## config.mk

```make
export PLATFORM = sky130hd
export DESIGN_NAME = mfw_median
export DESIGN_NICKNAME = d
export VERILOG_FILES = /design/src/sv/mfw_pkg.sv /design/src/sv/mfw_median.sv
export SDC_FILE = /design/constraint.sdc
export NUM_CORES = 1
export LEC_CHECK = 0
export ABC_AREA = 1
export BUFFER_PORTS_ARGS = -buffer_cell sky130_fd_sc_hd__buf_4
export CAP_MARGIN = 20
export CORE_MARGIN = 2
export CORE_UTILIZATION = 64
export CTS_BUF_LIST = sky130_fd_sc_hd__clkbuf_8 sky130_fd_sc_hd__clkbuf_16
export DETAILED_ROUTE_END_ITERATION = 8
export HOLD_SLACK_MARGIN = 0.12
export PLACE_DENSITY = 0.87
export SYNTH_ARGS = -nofsm -noshare
export SYNTH_HDL_FRONTEND = slang
export SYNTH_SLANG_ARGS = --single-unit
```

## constraint.sdc

```tcl
create_clock -name i_clk -period 10.4 [get_ports i_clk]
set_input_delay 1.04 -clock i_clk [delete_from_list [all_inputs] [get_ports i_clk]]
set_output_delay 1.04 -clock i_clk [all_outputs]
set_load 0.05 [all_outputs]
```

## src/sv/mfw_pkg.sv

```systemverilog
// Shared types and constants of the median filter window unit.
package mfw_pkg;

    localparam int PIX_W          = 8;
    localparam int KSIZE_DEF      = 3;
    localparam int MAX_WIDTH_DEF  = 1024;

    // configuration port
    localparam int CFG_W_W        = 11;
    localparam int CFG_H_W        = 12;
    localparam int CFG_DATA_W     = 12;
    localparam int CFG_ADDR_W     = 1;
    localparam logic [CFG_ADDR_W-1:0] REG_IMAGE_WIDTH  = 1'd0;
    localparam logic [CFG_ADDR_W-1:0] REG_IMAGE_HEIGHT = 1'd1;
    localparam int IMAGE_WIDTH_RST  = 300;
    localparam int IMAGE_HEIGHT_RST = 300;

    // request kinds carried in tuser
    localparam logic REQ_PIXEL = 1'b0;
    localparam logic REQ_DRAIN = 1'b1;

    // room for a position plus the window edge
    localparam int CMP_W = 13;

    // per-item decision taken at the input transfer
    typedef struct packed {
        logic pix;
        logic emit;
        logic border;
        logic last;
    } t_ctl;

    // side data that travels with a window through the sorter
    typedef struct packed {
        logic             border;
        logic             last;
        logic [PIX_W-1:0] center;
    } t_side;

endpackage

```

## src/sv/mfw_median.sv

```systemverilog
// Pipelined odd-even transposition sorter with output register.
module mfw_median #(
    parameter int KSIZE = mfw_pkg::KSIZE_DEF
) (
    input  logic                                          i_clk,
    input  logic                                          i_rst_n,
    input  logic                                          i_valid,
    output logic                                          o_ready,
    input  logic [KSIZE*KSIZE-1:0][mfw_pkg::PIX_W-1:0]    i_win,
    input  mfw_pkg::t_side                                i_side,
    output logic                                          o_valid,
    input  logic                                          i_ready,
    output logic [mfw_pkg::PIX_W-1:0]                     o_pixel,
    output logic                                          o_last
);
    import mfw_pkg::*;

    localparam int N   = KSIZE * KSIZE;
    localparam int NS  = (N + 1) / 2;
    localparam int MID = N / 2;

    typedef logic [N-1:0][PIX_W-1:0] t_vec;

    t_vec             r_vec  [NS];
    t_side            r_side [NS];
    logic [NS-1:0]    r_v;
    logic             r_ov;
    logic [PIX_W-1:0] r_pixel;
    logic             r_last;
    logic             en;

    // one even and one odd compare-exchange phase
    function automatic t_vec cx2(input t_vec a);
        t_vec b;
        t_vec c;
        b = a;
        for (int p = 0; p + 1 < N; p += 2) begin
            if (a[p] > a[p+1]) begin
                b[p]   = a[p+1];
                b[p+1] = a[p];
            end
        end
        c = b;
        for (int p = 1; p + 1 < N; p += 2) begin
            if (b[p] > b[p+1]) begin
                c[p]   = b[p+1];
                c[p+1] = b[p];
            end
        end
        return c;
    endfunction

    // hold the whole sorter while a result waits
    assign en      = !r_ov || i_ready;
    assign o_ready = en;

    always_ff @(posedge i_clk) begin
        if (!i_rst_n) begin
            r_v  <= '0;
            r_ov <= 1'b0;
        end else if (en) begin
            r_v  <= {r_v[NS-2:0], i_valid};
            r_ov <= r_v[NS-1];
        end
    end

    always_ff @(posedge i_clk) begin
        if (en) begin
            r_vec[0]  <= cx2(i_win);
            r_side[0] <= i_side;
            for (int s = 1; s < NS; s++) begin
                r_vec[s]  <= cx2(r_vec[s-1]);
                r_side[s] <= r_side[s-1];
            end
            r_pixel <= r_side[NS-1].border ? r_side[NS-1].center : r_vec[NS-1][MID];
            r_last  <= r_side[NS-1].last;
        end
    end

    assign o_valid = r_ov;
    assign o_pixel = r_pixel;
    assign o_last  = r_last;

endmodule

```

After elaboration in Yosys (flattened, before gate mapping) --
Memories as Yosys holds them, arrays and structs flattened. Cells that the tools add are included.
Word-level totals: memories kept 2, bits in writable memories 410, logic and storage cells 131, output and inout bits 11, input port bits 86, register bits 15
Operators by class: multiplexer cells 83, reductions and logical operators 2, order comparisons 40
Memory list:
- r_vec | words 5, width 72, rd ports 5, clocked after memory_dff 0, write ports 5, line mfw_median.sv:24 | t_vec r_vec [NS];
- r_side | words 5, width 10, rd ports 5, clocked after memory_dff 0, write ports 5, line mfw_median.sv:25 | t_side r_side [NS];
Operators by type and width (count):
- two-way mux 16 bit | 80
- > comparator 8 bit | 40
- two-way mux 8 bit | 1
- two-way mux 1 bit | 2
- logical NOT 1 bit | 1
- logical OR 1 bit | 1

Longest topological paths before layout --
Gate-level depths: netlist (run 1).
depth after elaboration 6, depth in mapped cells 26, gate-level depth less buffers 24

Least setup slack after synthesis (run 1) --
No wires, ideal clock.
path kind input to output, start point input port i_ready, end point output port o_ready, stages on the path 2, path slack 1.953 ns, buffers on the path 0, data arrival time 7.407 ns, required time 9.360 ns, path through nor2_1 inv_1
On the way: word-level cells in the longest chain between the ends 1
Ends and longest elaborated chain:
- start: declaration | line mfw_median.sv:12 | input logic i_ready,
- logical OR 1 bit | line mfw_median.sv:54 | assign en = !r_ov || i_ready;
- end: declaration | line mfw_median.sv:8 | output logic o_ready,
No other way between the ends.

==> results.txt, run 1 <==
----------------------------------------------------
[Run status]
  Result of the run ... completed

[GRT]
  Residual overflow from global routing ... 0
  Largest net degree at the start of global routing ... 93
  Global-route wire length before repair ... 96.4 mm
  Aggregate global-route resource usage ... 28.0%
  Number of antenna violations at the first check in global routing ... 0
  Vias in the first global route ... 20800

[Drt]
  Initial DRT Pass Iterations ... 8
  Via Count ... 21200
  Residual antenna-violating net count after detailed routing ... 0
  Total DRC errors in the routed layout ... 0
  Mean routed wirelength per cell ... 15.6 um
  Initial drt markers ... 1477
  Drt via density ... 5.67
  Wire length after detailed routing ... 58.3 mm

[STA]
  Setup TNS after final layout ... 0 ps
  Fin worst setup slack ... 6670 ps
  Period utilization ... 35.8%
  RSZ-0062 raised after global routing ... no
  Maximum clock skew at final layout ... 10.3 ps
  Worst-Margin Slew ... 979 ps
  Total count of max-transition violations in the final report ... 0
  Number of endpoints with negative hold slack in the final report ... 0
  Shortest period the worst path allows ... 3730 ps
  Maximum achievable frequency ... 0.268 GHz
  Rel. slew slack ... 34.8%
  Number of setup violations in the final report ... 0

[Floorplanning]
  Area of the placeable core ... 39800 um2
  Die Area ... 42100 um2
  Die extent in y ... 205 um
  Initial core utilization ... 65.0%
  IO Count ... 97
  Die boundary width ... 205 um
  Number of placement rows ... 73

[Yosys]
  Post-synthesis net count ... 3477
  Netlist area before placement ... 25900 um2
  Post-synthesis register bit count ... 313
  Count of warnings emitted by yosys ... 0
  Top cells by area in the synthesized netlist ... edfxtp_1, ha_1, nand3_1
  Count of flip-flops with a built-in enable after synthesis ... 307
  Average instance area after synthesis ... 8.30 um2
  Sequential element share of the synthesized area ... 36.1%
  Share of synthesized flip-flops with an asynchronous set or reset ... 0%
  Cell type with the largest total area after synthesis ... edfxtp_1
  Share of Yosys cell area claimed by the top area cell type ... 35.6%
  Mapped Cells ... 3119
  Predominant post-synthesis flop cell ... edfxtp_1
  Synth unique cells ... 34

[Critical path]
  Arr. time, crit path ... 4020 ps
  Setup crit start kind ... input pin
  Launch point of the worst path ... i_win[63]
  Endpoint class of the critical path ... register
  Logic depth of the worst register-to-register path ... 19
  Critical path class ... in -> reg
  Startpoint of the most critical register-to-register path ... r_vec[0][135]$_DFFE_PP_
  Req. time, crit path ... 10690 ps
  Maximum fanout along the worst path ... 17

[Clock tree]
  Clock transition at path regs ... 60 ps
  Clock tree sinks ... 313
  Number of gates resized after cts ... 0
  CTS tree ... built
  Post-CTS Hold Buffers ... 0
  Cell at the root of the clock tree ... clkbuf_16
  Post-CTS Setup Inserts ... 0
  H-Tree Level Count ... 2
  Cts bufs inserted ... 35
  Clock latency on the worst-skew pair ... 540 ps
  Buffer levels on the longest clock path ... 3

[Cells and area]
  Layout-stage area growth over the synthesis result ... 7.54%
  Layout cell share with drive strength beyond 1 ... 14.4%
  Count of antenna diodes in the layout ... 0
  Commonest non-fill, non-tap cells in the layout ... nand2_1, nand3_1, inv_1, edfxtp_1, ha_1
  Net count, final ... 3550
  Final Instance Area ... 27800 um2
  Most common cell after layout, fill and taps aside ... nand2_1

[Placed design]
  Final GP Congestion ... 0.951
  Count of buffers inserted at the top-level ports ... 96
  DP Area ... 26700 um2
  Post-DP HPWL ... 45.1 mm
  Setup slack at placement ... 6150 ps

[Flow run]
  Number of max-cap violations ... 0

[Min path]
  Path class of the lowest-slack min-delay path ... reg -> reg
  Worst Hold Depth ... 0
  Launch instance of the worst min-delay path ... r_side[0][25]$_DFFE_PP_

----------------------------------------------------
==> metrics by stage <==
stage               std cells  hold slack [ps]  utilization (%)
global placement         3679              400             67.0
finish                   3743              416             69.9
CTS                      3742              415             69.8
floorplan                3119              400                -
global route             3743              422             69.9
detailed placement       3679              405             67.0
==> worst paths after layout <==
kind | end | slack [ps]
max | r_vec[0][71]$_DFFE_PP_ | 6670
min | r_side[0][35]$_DFFE_PP_ | 420
max reg2reg | r_vec[0][201]$_DFFE_PP_ | 6740
min reg2reg | r_side[0][35]$_DFFE_PP_ | 420
==> synthesized netlist by cell type (15+ instances only) <==
cell      instances
o21ai_1          18
a21o_1           31
a21oi_1          73
nor2_2           28
nand3_1         637
buf_4            26
edfxtp_1        307
nor2_1           64
nand2_2          64
inv_2            19
ha_1            272
nand2_4         121
nand2_1         782
inv_1           412
nand3_2          15
and2_1          120
==> worst max-delay path, cell delays in order <==
cell and delay [ps]:
buf_4 100, inv_1 110, ha_1 270, a21o_1 210, nor2_2 180, nand2_4 150, nand2_4 310, nand2_1 160
and2_1 180, ha_1 290, a21oi_1 170, o21a_1 140, nand2_1 60, nand2_2 250, inv_2 200, nand3_1 130
nand2_1 50
==> logic make-up (layout without fill, tap and decap cells) <==
kind of cell / count (synthesis) / after routing / synth area share, %
simple gates: 1871 / 1871 / 37.7
compound gates: 160 / 160 / 4.10
flops: 313 / 313 / 36.1
fa+ha+maj: 272 / 272 / 13.1
buf+inv: 495 / 594 / 8.61
mux: 8 / 8 / 0.348
==> state kept, by name, summed over array words and instances, names as in the netlist <==
name / cells
r_vec: 248
o_last: 1
r_side: 50
o_pixel: 8
r_v: 5
o_valid: 1
==> area by class of cell <==
cell class / count / area [um2]
Multi-Input combinational cell: 2311 / 14300
Tap cell: 525 / 657
Inverter: 431 / 1630
Clock buffer: 35 / 876
Sequential cell: 313 / 9340
Fill cell: 3137 / 12000
Clock inverter: 28 / 253
Timing Repair Buffer: 100 / 771
==> routing by layer <==
metal | up-vias | global-route usage [%] | part of all wire [%]
met5 | - | 0 | 0
met4 | 0 | 12.2 | 3.9
met3 | 187 | 2.99 | 4.6
met2 | 687 | 50.7 | 51
met1 | 9802 | 33.7 | 41
li1 | 10600 | - | -
Power of run 1 is not shown: default switching activity piles up to over one toggle a cycle in this logic, so the estimate is an artifact.
==> inputs of run 2 (changes only) <==
--- a/config.mk
+++ b/config.mk
@@ -9,11 +9,11 @@
 export BUFFER_PORTS_ARGS = -buffer_cell sky130_fd_sc_hd__buf_4
 export CAP_MARGIN = 20
 export CORE_MARGIN = 2
-export CORE_UTILIZATION = 64
+export CORE_UTILIZATION = 58
 export CTS_BUF_LIST = sky130_fd_sc_hd__clkbuf_8 sky130_fd_sc_hd__clkbuf_16
 export DETAILED_ROUTE_END_ITERATION = 8
 export HOLD_SLACK_MARGIN = 0.12
-export PLACE_DENSITY = 0.87
+export PLACE_DENSITY = 0.83
 export SYNTH_ARGS = -nofsm -noshare
 export SYNTH_HDL_FRONTEND = slang
 export SYNTH_SLANG_ARGS = --single-unit
==> constraint.sdc (replaced) <==
create_clock -name i_clk -period 3.39 [get_ports i_clk]
set_input_delay 0.339 -clock i_clk [delete_from_list [all_inputs] [get_ports i_clk]]
set_output_delay 0.339 -clock i_clk [all_outputs]
set_load 0.05 [all_outputs]
==> run 2 against run 1 <==
Cell area is 3.6% higher. Final cell count is 4.0% higher. Critical path depth is 1 lower. Clock skew is 3.9 ps higher. Via count is 0.90% lower. Die area is 10% higher. Critical endpoint is now r_vec[0][112]$_DFFE_PP_.
==> results.txt, run 2 (synthesized netlist as in run 1, its figures left out) <==
----------------------------------------------------
[Critical path]
  Critical path buffer and inverter count ... 1 (was 3)
  Maximum fanout along the worst path ... 17 (unchanged)
  Slowest Stage Delay on Critical Path ... 420 ps (was 310 ps)
  Critical path class ... reg -> reg (was in -> reg)
  Req. time, crit path ... 3700 ps (was 10690 ps)
  Setup crit start kind ... register (was input pin)
  Endpoint class of the critical path ... register (unchanged)
  Cells along the critical path ... ha_1 > a21o_1 > nor2_2 > nand2_8 > nand2_4 > nand2_1 > and2_1 > ha_1 > nand2_1 > nor2_2 > nand3_1 > nor2_2 > a21oi_4 > buf_12 > nand3_1 > nand2_1 (was buf_4 > inv_1 > ha_1 > a21o_1 > nor2_2 > nand2_4 > nand2_4 > nand2_1 > and2_1 > ha_1 > a21oi_1 > o21a_1 > nand2_1 > nand2_2 > inv_2 > nand3_1 > nand2_1)
  Arr. time, crit path ... 3560 ps (was 4020 ps)
  Critical path's slowest cell ... edfxtp_1 (was nand2_4)
  Cell type group with the largest total delay on the critical path ... simple AND/OR/NAND/NOR gates (unchanged)

[STA]
  Setup TNS after final layout ... 0 ps (unchanged)
  Number of setup violations in the final report ... 0 (unchanged)
  Number of endpoints with negative hold slack in the final report ... 0 (unchanged)
  Maximum achievable frequency ... 0.307 GHz
  Rel. slew slack ... 56.0% (was 34.8%)
  Period utilization ... 96.0%
  Shortest period the worst path allows ... 3260 ps
  Maximum clock skew at final layout ... 14.2 ps (was 10.3 ps)
  Worst hold slack ... 135 ps (was 416 ps)
  Total count of max-transition violations in the final report ... 0 (unchanged)
  Worst-Margin Slew ... 661 ps (was 979 ps)

[Drt]
  Mean routed wirelength per cell ... 14.4 um (was 15.6 um)
  Initial DRT Pass Iterations ... 5 (was 8)
  Drt via density ... 5.41 (was 5.67)
  Initial drt markers ... 1482 (was 1477)
  Wire length after detailed routing ... 55.9 mm (was 58.3 mm)
  Via Count ... 21000 (was 21200)
  Residual antenna-violating net count after detailed routing ... 0 (unchanged)
  Total DRC errors in the routed layout ... 0 (unchanged)

[Clock tree]
  Buffer levels on the longest clock path ... 3 (unchanged)
  Clock transition at path regs ... 60 ps (about the same)
  H-Tree Level Count ... 2 (unchanged)
  Cell at the root of the clock tree ... clkbuf_16 (unchanged)
  Clock latency on the worst-skew pair ... 560 ps (was 540 ps)
  CTS tree ... built (unchanged)
  Cts bufs inserted ... 35 (unchanged)
  Clock tree sinks ... 313 (unchanged)

[GRT]
  Vias in the first global route ... 20300 (was 20800)
  Largest net degree at the start of global routing ... 116 (was 93)
  Residual overflow from global routing ... 0 (unchanged)
  Number of antenna violations at the first check in global routing ... 0 (unchanged)
  Global-route wire length before repair ... 93.2 mm (was 96.4 mm)
  Aggregate global-route resource usage ... 24.1% (was 28.0%)

[Floorplanning]
  Initial core utilization ... 58.7% (was 65.0%)
  Die boundary width ... 215 um (was 205 um)
  Area of the placeable core ... 44100 um2 (was 39800 um2)
  Number of placement rows ... 77 (was 73)
  Die Area ... 46300 um2 (was 42100 um2)
  IO Count ... 97 (unchanged)
  Die extent in y ... 215 um (was 205 um)

[Cells and area]
  Register containing the most flip-flops in the final layout ... r_vec (unchanged)
  Most common cell after layout, fill and taps aside ... nand2_1 (unchanged)
  Layout cell share with drive strength beyond 1 ... 16.2% (was 14.4%)
  Final Instance Area ... 28800 um2 (was 27800 um2)
  Flip-flop count of the largest register, all copies and words added ... 248 (unchanged)
  Commonest non-fill, non-tap cells in the layout ... nand2_1, nand3_1, inv_1, edfxtp_1, ha_1 (unchanged)
  Number of fillers in the final layout ... 3672 (was 3137)
  Layout-stage area growth over the synthesis result ... 11.4% (was 7.54%)
  Net count, final ... 3635 (was 3550)
  Count of antenna diodes in the layout ... 0 (unchanged)

[Placed design]
  Final GP Congestion ... 0.909 (was 0.951)
  DP Area ... 27200 um2 (was 26700 um2)
  Post-DP HPWL ... 42.4 mm (was 45.1 mm)
  Count of buffers inserted at the top-level ports ... 96 (unchanged)

[Flow run]
  Number of max-cap violations ... 0 (unchanged)

[Min path]
  Path class of the lowest-slack min-delay path ... in -> reg (was reg -> reg)

[Run status]
  Result of the run ... completed (unchanged)

----------------------------------------------------
## run 2: repair_timing
item / CTS / global route
gates resized for setup: 0 / 19
hold buffers: 21 / 0
setup endpoints to repair: 0 / 103
endpoints found under the hold margin: 32 / 0
buffers inserted: 0 / 17
## run 2: worst register-to-register path: cells and delay by family, from the launching register on
family,cells,cell delay [ps]
simple gates,11,1520
fa+ha+maj,2,650
compound gates,2,260
buf+inv,1,150
flops,1,420
## run 2: worst paths after layout
kind,to,cells past startpoint,slack (ps),startpoint
max,r_vec[0][112]$_DFFE_PP_,16,130,r_vec[0][39]$_DFFE_PP_
min,r_vec[0][3]$_DFFE_PP_,3,140,i_win[3]
max reg2reg,r_vec[0][112]$_DFFE_PP_,16,130,r_vec[0][39]$_DFFE_PP_
min reg2reg,r_side[0][37]$_DFFE_PP_,0,420,r_side[0][27]$_DFFE_PP_
## run 2: routing by layer
metal / GRT usage [%] / vias to the layer above / part of all wire, %
met5: 0 / - / 0
met4: 9.29 / 0 / 3.2
met3: 2.90 / 149 / 4.7
met2: 43.2 / 621 / 50
met1: 29.7 / 9558 / 42
li1: - / 10700 / -
## run 2: final cells by class
class                           count  area (um2)  share of cell area (%)
Inverter                          431        1620                    5.62
Sequential cell                   313        9340                    32.4
Timing Repair Buffer              185        1560                    5.42
Clock buffer                       35         876                    3.04
Multi-Input combinational cell   2311       14400                    50.1
Tap cell                          592         741                    2.57
Clock inverter                     26         249                   0.864
## run 2: through the flow
step | instances | setup slack [ps] | utilization (%)
global route | 3893 | -94.2 | 65.3
CTS | 3876 | 51.2 | 64.6
floorplan | 3119 | -2550 | -
detailed placement | 3794 | 72.5 | 61.6
global placement | 3794 | 110 | 61.6
finish | 3893 | 134 | 65.3
Power of run 2 is left out for the same reason.
